===== src/hw/rtl/mitp_pkg.sv =====
`timescale 1ns / 1ps

package mitp_pkg;

   // Image geometry
   localparam int WORD_BITS = 16;
   localparam int ROW_COUNT = 65536;

   localparam int BitCntW = $clog2(WORD_BITS + 1);
   localparam int RowCntW = $clog2(ROW_COUNT + 1);

   // Result kinds
   localparam logic [1:0] KIND_DATA  = 2'd0;
   localparam logic [1:0] KIND_END   = 2'd1;
   localparam logic [1:0] KIND_ERROR = 2'd2;

   // Error codes
   localparam logic [2:0] ERR_NONE    = 3'd0;
   localparam logic [2:0] ERR_ROWS    = 3'd1;
   localparam logic [2:0] ERR_COLUMNS = 3'd2;
   localparam logic [2:0] ERR_SHORT   = 3'd3;
   localparam logic [2:0] ERR_NO_DATA = 3'd4;

   // Characters of the image text
   localparam logic [7:0] CHAR_SLASH   = 8'h2F;
   localparam logic [7:0] CHAR_ZERO    = 8'h30;
   localparam logic [7:0] CHAR_ONE     = 8'h31;
   localparam logic [7:0] CHAR_X       = 8'h78;
   localparam logic [7:0] CHAR_NEWLINE = 8'h0A;

   // Response queue geometry
   localparam int FifoDepth = 4;
   localparam int FifoPtrW  = $clog2(FifoDepth);
   localparam int FifoCntW  = $clog2(FifoDepth + 1);

   typedef struct packed {
      logic [7:0] char_code;
      logic       end_of_file;
   } req_type;

   typedef struct packed {
      logic [1:0]  kind;
      logic [2:0]  error_code;
      logic [15:0] row_index;
      logic [15:0] word_ones;
      logic [15:0] word_unknown;
      logic        last_of_run;
   } rsp_type;

   // Results produced by one character: count is 0, 1 or 2
   typedef struct packed {
      logic [1:0] count;
      rsp_type    first;
      rsp_type    second;
   } emit_type;

endpackage


===== src/hw/rtl/mitp_parser.sv =====
`timescale 1ns / 1ps

module mitp_parser import mitp_pkg::*; (
   input  logic     clock,
   input  logic     reset,
   input  logic     fire,
   input  req_type  item,
   output emit_type emit
);

   logic                 comment_on_ff, comment_on_in;
   logic                 bits_seen_ff, bits_seen_in;
   logic [BitCntW-1:0]   bit_count_ff, bit_count_in;
   logic [RowCntW-1:0]   row_count_ff, row_count_in;
   logic [WORD_BITS-1:0] ones_shift_ff, ones_shift_in;
   logic [WORD_BITS-1:0] unknown_shift_ff, unknown_shift_in;
   logic                 halted_ff, halted_in;

   logic    line_valid, eof_valid;
   rsp_type line_rsp, eof_rsp;
   logic    is_data_char;

   assign is_data_char = (item.char_code == CHAR_ZERO) || (item.char_code == CHAR_ONE) ||
                         (item.char_code == CHAR_X);

   always_comb begin
      comment_on_in    = comment_on_ff;
      bits_seen_in     = bits_seen_ff;
      bit_count_in     = bit_count_ff;
      row_count_in     = row_count_ff;
      ones_shift_in    = ones_shift_ff;
      unknown_shift_in = unknown_shift_ff;
      halted_in        = halted_ff;
      line_valid       = 1'b0;
      eof_valid        = 1'b0;
      line_rsp         = '0;
      eof_rsp          = '0;
      line_rsp.row_index = 16'(row_count_ff);

      if (!halted_ff) begin
         if (item.end_of_file || (item.char_code == CHAR_NEWLINE)) begin
            // close the current line
            if (bits_seen_ff) begin
               line_valid = 1'b1;
               if (bit_count_ff != BitCntW'(WORD_BITS)) begin
                  line_rsp.kind       = KIND_ERROR;
                  line_rsp.error_code = ERR_SHORT;
                  halted_in           = 1'b1;
               end else begin
                  line_rsp.kind         = KIND_DATA;
                  line_rsp.word_ones    = 16'(ones_shift_ff);
                  line_rsp.word_unknown = 16'(unknown_shift_ff);
                  row_count_in          = row_count_ff + RowCntW'(1);
               end
            end
            if (!halted_in && item.end_of_file) begin
               eof_valid = 1'b1;
               halted_in = 1'b1;
               if (row_count_in == '0) begin
                  eof_rsp.kind       = KIND_ERROR;
                  eof_rsp.error_code = ERR_NO_DATA;
               end else begin
                  eof_rsp.kind      = KIND_END;
                  eof_rsp.row_index = 16'(row_count_in);
               end
            end
            comment_on_in    = 1'b0;
            bits_seen_in     = 1'b0;
            bit_count_in     = '0;
            ones_shift_in    = '0;
            unknown_shift_in = '0;
         end else if (!comment_on_ff) begin
            if (item.char_code == CHAR_SLASH) begin
               comment_on_in = 1'b1;
            end else if (is_data_char) begin
               bits_seen_in = 1'b1;
               if (row_count_ff >= RowCntW'(ROW_COUNT)) begin
                  line_valid          = 1'b1;
                  line_rsp.kind       = KIND_ERROR;
                  line_rsp.error_code = ERR_ROWS;
                  halted_in           = 1'b1;
               end else if (bit_count_ff >= BitCntW'(WORD_BITS)) begin
                  line_valid          = 1'b1;
                  line_rsp.kind       = KIND_ERROR;
                  line_rsp.error_code = ERR_COLUMNS;
                  halted_in           = 1'b1;
               end else begin
                  ones_shift_in    = (ones_shift_ff << 1) |
                                     WORD_BITS'(item.char_code == CHAR_ONE);
                  unknown_shift_in = (unknown_shift_ff << 1) |
                                     WORD_BITS'(item.char_code == CHAR_X);
                  bit_count_in     = bit_count_ff + BitCntW'(1);
               end
            end
         end
      end
   end

   // pack: the line result always comes first
   always_comb begin
      emit = '0;
      if (line_valid) begin
         emit.first             = line_rsp;
         emit.first.last_of_run = !eof_valid;
         emit.second            = eof_rsp;
         emit.second.last_of_run = 1'b1;
         emit.count             = eof_valid ? 2'd2 : 2'd1;
      end else if (eof_valid) begin
         emit.first             = eof_rsp;
         emit.first.last_of_run = 1'b1;
         emit.count             = 2'd1;
      end
   end

   always_ff @(posedge clock) begin
      if (reset) begin
         comment_on_ff    <= 1'b0;
         bits_seen_ff     <= 1'b0;
         bit_count_ff     <= '0;
         row_count_ff     <= '0;
         ones_shift_ff    <= '0;
         unknown_shift_ff <= '0;
         halted_ff        <= 1'b0;
      end else if (fire) begin
         comment_on_ff    <= comment_on_in;
         bits_seen_ff     <= bits_seen_in;
         bit_count_ff     <= bit_count_in;
         row_count_ff     <= row_count_in;
         ones_shift_ff    <= ones_shift_in;
         unknown_shift_ff <= unknown_shift_in;
         halted_ff        <= halted_in;
      end
   end

endmodule


===== src/hw/rtl/mitp_rsp_fifo.sv =====
`timescale 1ns / 1ps

module mitp_rsp_fifo import mitp_pkg::*; (
   input  logic     clock,
   input  logic     reset,
   input  logic     push,
   input  emit_type emit,
   output logic     room,
   output logic     rsp_valid,
   input  logic     rsp_ready,
   output rsp_type  rsp_data
);

   rsp_type             mem_ff [FifoDepth];
   logic [FifoPtrW-1:0] wr_ptr_ff, wr_ptr_in;
   logic [FifoPtrW-1:0] rd_ptr_ff, rd_ptr_in;
   logic [FifoCntW-1:0] count_ff, count_in;
   logic                pop;
   logic [1:0]          push_n;

   assign pop       = rsp_valid && rsp_ready;
   assign push_n    = push ? emit.count : 2'd0;
   assign rsp_valid = (count_ff != '0);
   assign rsp_data  = mem_ff[rd_ptr_ff];
   // leave space for the worst case of two results
   assign room      = (count_ff <= FifoCntW'(FifoDepth - 2));

   always_comb begin
      wr_ptr_in = wr_ptr_ff + FifoPtrW'(push_n);
      rd_ptr_in = rd_ptr_ff + FifoPtrW'(pop);
      count_in  = count_ff + FifoCntW'(push_n) - FifoCntW'(pop);
   end

   always_ff @(posedge clock) begin
      if (push_n != 2'd0) begin
         mem_ff[wr_ptr_ff] <= emit.first;
      end
      if (push_n == 2'd2) begin
         mem_ff[wr_ptr_ff + FifoPtrW'(1)] <= emit.second;
      end
   end

   always_ff @(posedge clock) begin
      if (reset) begin
         wr_ptr_ff <= '0;
         rd_ptr_ff <= '0;
         count_ff  <= '0;
      end else begin
         wr_ptr_ff <= wr_ptr_in;
         rd_ptr_ff <= rd_ptr_in;
         count_ff  <= count_in;
      end
   end

endmodule


===== src/hw/rtl/memory_image_text_parser.sv =====
`timescale 1ns / 1ps

// channel  direction  word      handshake
// req_     in         req_type  req_valid / req_ready, one character or end of file
// rsp_     out        rsp_type  rsp_valid / rsp_ready, data word, end or error
//
// One character is taken per cycle while the response queue has room.
// A result reaches rsp_ after its character is accepted, by way of the input
// register and then the response queue.
// Parse the held character only while the four-word queue has room for two words.
// Reset clears the parser state and the queue at once; no clearing pass.
// A stalled rsp_ side fills the queue, then the input register, then drops req_ready.

module memory_image_text_parser import mitp_pkg::*; (
   input  logic    clock,
   input  logic    reset,
   input  logic    req_valid,
   output logic    req_ready,
   input  req_type req_data,
   output logic    rsp_valid,
   input  logic    rsp_ready,
   output rsp_type rsp_data
);

   logic     in_valid_ff, in_valid_in;
   req_type  in_data_ff;
   logic     room;
   logic     consume;
   logic     req_fire;
   emit_type emit;

   // parse the held character once the queue can take its results
   assign consume   = in_valid_ff && room;
   // take a new character whenever the input register frees up this cycle
   assign req_ready = !in_valid_ff || consume;
   assign req_fire  = req_valid && req_ready;

   always_comb begin
      in_valid_in = in_valid_ff;
      if (req_fire) begin
         in_valid_in = 1'b1;
      end else if (consume) begin
         in_valid_in = 1'b0;
      end
   end

   always_ff @(posedge clock) begin
      if (reset) begin
         in_valid_ff <= 1'b0;
      end else begin
         in_valid_ff <= in_valid_in;
      end
   end

   // hold the payload; no reset needed
   always_ff @(posedge clock) begin
      if (req_fire) begin
         in_data_ff <= req_data;
      end
   end

   // advance the line and row state, build zero to two results
   mitp_parser u_parser (
      .clock (clock),
      .reset (reset),
      .fire  (consume),
      .item  (in_data_ff),
      .emit  (emit)
   );

   // queue results so a stalled consumer does not stop the parser at once
   mitp_rsp_fifo u_rsp_fifo (
      .clock     (clock),
      .reset     (reset),
      .push      (consume),
      .emit      (emit),
      .room      (room),
      .rsp_valid (rsp_valid),
      .rsp_ready (rsp_ready),
      .rsp_data  (rsp_data)
   );

endmodule


===== config.mk =====
export PLATFORM = sky130hd
export DESIGN_NAME = memory_image_text_parser
export DESIGN_NICKNAME = d
export VERILOG_FILES = /design/src/hw/rtl/mitp_pkg.sv /design/src/hw/rtl/mitp_parser.sv /design/src/hw/rtl/mitp_rsp_fifo.sv /design/src/hw/rtl/memory_image_text_parser.sv
export SDC_FILE = /design/constraint.sdc
export NUM_CORES = 1
export LEC_CHECK = 0
export BUFFER_PORTS_ARGS = -buffer_cell sky130_fd_sc_hd__buf_2
export CAP_MARGIN = 20
export CORE_ASPECT_RATIO = 1.5
export CORE_MARGIN = 1
export CORE_UTILIZATION = 34
export CTS_BUF_LIST = sky130_fd_sc_hd__clkbuf_2 sky130_fd_sc_hd__clkbuf_4 sky130_fd_sc_hd__clkbuf_8
export DETAILED_ROUTE_END_ITERATION = 10
export PLACE_DENSITY_LB_ADDON = 0.3
export SYNTH_ARGS = -nofsm -noshare
export SYNTH_HDL_FRONTEND = slang
export SYNTH_SLANG_ARGS = --single-unit

===== constraint.sdc =====
create_clock -name clock -period 5.6 [get_ports clock]
set_clock_uncertainty 0.2 [all_clocks]
set_input_delay 0.28 -clock clock [delete_from_list [all_inputs] [get_ports clock]]
set_output_delay 0.28 -clock clock [all_outputs]
set_load 0.005 [all_outputs]

==> results by group <==
Floorplanning
  – Die span in x: 160 um
  – I/O pin count: 69
  – Core ar.: 36700 um2
  – Die Y: 239 um
  – Starting density of the core: 34.6%
  – Core Rows: 86
  – Full die area: 38100 um2

Power
  – Psw: 1.22 mW
  – Cell Pwr Density: 321 nW/um2
  – VDD IR-drop max: 0.155 mV
  – Internal power: 3.45 mW
  – Tot Pwr: 4.68 mW
  – Clock power share: 40.1%
  – Combinational power share: 10.2%
  – Net Sw Frac: 26.2%
  – Sequential fraction of design power: 49.7%
  – Pleak: 5.05 nW

Route
  – Drt first-iter violations: 798
  – Via density: 5.65
  – WL/cell: 20.8 um
  – DRT antenna net count: 0
  – Drt pass-1 iters: 5
  – DRC violation count after routing: 0
  – Vias after detailed routing: 9595
  – Post-Route WL: 35.4 mm

Global route
  – First-pass GRT wire length: 56.2 mm
  – Antenna violations before repair: 0
  – GRT Total Usage: 18.8%
  – Vias in the first global route: 9839
  – Grt ovf: 0
  – Largest net degree at the start of global routing: 66

Clocking
  – H-tree Lvls: 2
  – Clk Latency, worst-skew pair: 0.60 ns
  – Clock Pin Slew Worst Setup and Hold Paths: 0.06 ns
  – CTS sink count: 290
  – CTS-repair resized insts: 0
  – TritonCTS clock tree: yes
  – TritonCTS buffer count: 45
  – Clock Path Buffers: 3
  – CTS root buf: clkbuf_8
  – Postcts setup bufs: 0

STA
  – RSZ-0062 raised after global routing: no
  – Final setup fails: 0
  – Final setup TNS: 0 ns
  – Relative slew margins: 31.0%
  – Slew @ Worst Pin: 1.04 ns
  – Final WS setup: 0.713 ns
  – Min Tclk post-route: 4.89 ns
  – Fin. max-slew vios: 0
  – Final hold vios: 0
  – Period Utilization, post-route: 87.3%
  – Fmax: 205 MHz

Logic synthesis
  – Count leader, synth: dfxtp_1
  – Most frequent cells after synthesis: dfxtp_1 (201), a22o_1 (137), nor2_1 (108), edfxtp_1 (89), nand2_1 (60)
  – Post-Syn Instances: 1109
  – Syn_nets: 1132
  – FF+latch count, synth: 290
  – Yosys warnings: 0
  – Cell Area, Synth: 12700 um2
  – Most used DFF post-synth: dfxtp_1
  – Synth cell types: 74
  – Synth area leaders: dfxtp_1 (32%), edfxtp_1 (21%), mux4_2 (9.6%), a22o_1 (9.5%), nor2_1 (3.2%)
  – Number of synthesized flops with an enable pin: 89
  – Yosys top cell area share: 31.7%
  – Area leader, netlist: dfxtp_1
  – Asr flop ratio synth: 0%
  – Post-synthesis sequential area ratio: 52.8%
  – Synth Area per Inst: 11.4 um2

Status
  – Status: finished, final reports clean

Critical path
  – Worst Path Required: 5.64 ns
  – Critical-path maximum fanout: 35
  – Critical path class: reg2reg
  – Worst Path Arrival: 4.93 ns
  – Worst setup EP type: flop
  – Startpoint types: flop

Cells and area
  – Area delta synth->final: 14.9%
  – ANT cells: 0
  – Fin util: 39.7%
  – Layout cells sized above 1: 21.2%
  – Fillers: 3578
  – Nets@finish: 1203

Placement
  – Buffers on Ports: 68
  – DP HPWL: 23.2 mm
  – GP Congestion: 0.964
  – Worst slack at placement: 0.818 ns

Min path
  – Hold WC Path Type: in2reg

Run
  – # Max-Cap Violations: 0
-- flip-flops by register name, summed over array words and instances (netlist names), 2 cells and up --
name	cells
in_data_ff	9
u_parser.row_count_ff	17
u_rsp_fifo.rd_ptr_ff	2
u_parser.unknown_shift_ff	16
u_parser.bit_count_ff	5
u_rsp_fifo.mem_ff	216
u_rsp_fifo.count_ff	3
u_parser.ones_shift_ff	16
u_rsp_fifo.wr_ptr_ff	2
-- cells by family after synthesis --
logic type / count (synthesis) / synth area share, %
xor+xnor: 29 / 2.00
compound gates: 318 / 19.1
fa+ha+maj: 10 / 1.05
flops: 290 / 52.8
simple gates: 289 / 11.3
buf+inv: 115 / 3.80
mux: 58 / 9.92
-- worst paths after layout --
check | cells after the start | to | slack, ns | startpoint
worst max-delay path | 13 | u_rsp_fifo.mem_ff[3][46] | 0.71 | in_data_ff[7]
worst min-delay path | 3 | u_parser.bit_count_ff[1] | 0.14 | reset
worst max register to register | 13 | u_rsp_fifo.mem_ff[3][46] | 0.71 | in_data_ff[7]
worst min register to register | 1 | u_rsp_fifo.mem_ff[3][1] | 0.27 | u_rsp_fifo.mem_ff[3][1]
-- power groups by stage --
stage / Clock (mW) / Sequential, mW / Combinational (mW)
after floorplan: 0 / 2.25 / 0.396
final: 1.88 / 2.32 / 0.476
after detailed placement: 0 / 2.37 / 0.479
after global routing: 2.02 / 2.34 / 0.519
after global placement: 0 / 2.37 / 0.476
after CTS: 1.93 / 2.33 / 0.486
-- cell usage in the layout, fill, tap and decap left out, drive strengths merged, types with 15 or more instances in the layout --
cell type and count:
a21oi 23, a22o 137, a22oi 48, buf 99, clkbuf 61, clkinv 16, dfxtp 201, edfxtp 89
inv 30, mux4 54, nand2 60, nand3 16, nand4 15, nor2 112, nor3 22, o21ai 51
xnor2 20
-- stage by stage --
stage	instance area, um2	std cells	hold slack, ns
2_1_floorplan	12700	1109	0.179
3_3_place_gp	13500	1606	0.256
3_5_place_dp	13500	1606	0.258
4_1_cts	14600	1699	0.122
5_1_grt	14600	1699	0.156
6_report	14600	1699	0.138
-- layer usage --
layer  global-route usage (%)  up-vias  share of wire (%)
met5                        0        -                  0
met3                     2.55       99                5.4
li1                         -     4399                  -
met4                     9.03        0                4.1
met1                     22.4     4759                 40
met2                     33.3      338                 51
-- what timing repair did --
item / in CTS / in global routing
endpoints found under the hold margin: 11 / 0
hold buffers: 11 / 0
setup endpoints to repair: 0 / 0
-- area by class of cell --
type / instances / area, um2 / area share (%)
Multi-Input combinational cell: 704 / 5520 / 37.9
Tap cell: 484 / 606 / 4.16
Inverter: 29 / 109 / 0.747
Timing Repair Buffer: 110 / 696 / 4.77
Sequential cell: 290 / 6700 / 46.0
Clock inverter: 21 / 196 / 1.35
Clock buffer: 61 / 746 / 5.12
-- worst max-delay path, stage by stage (launching register included) --
cell,delay [ns]
edfxtp_1,0.45
nor4b_2,0.39
a311oi_1,0.17
a22oi_1,0.30
or2_1,0.56
inv_2,0.26
ha_1,0.50
nor2_1,0.13
nand4b_1,0.36
nor2_1,0.42
nor2_2,0.07
buf_4,0.29
inv_1,0.10
buf_4,0.32
Power figures use the tool's default switching activity.
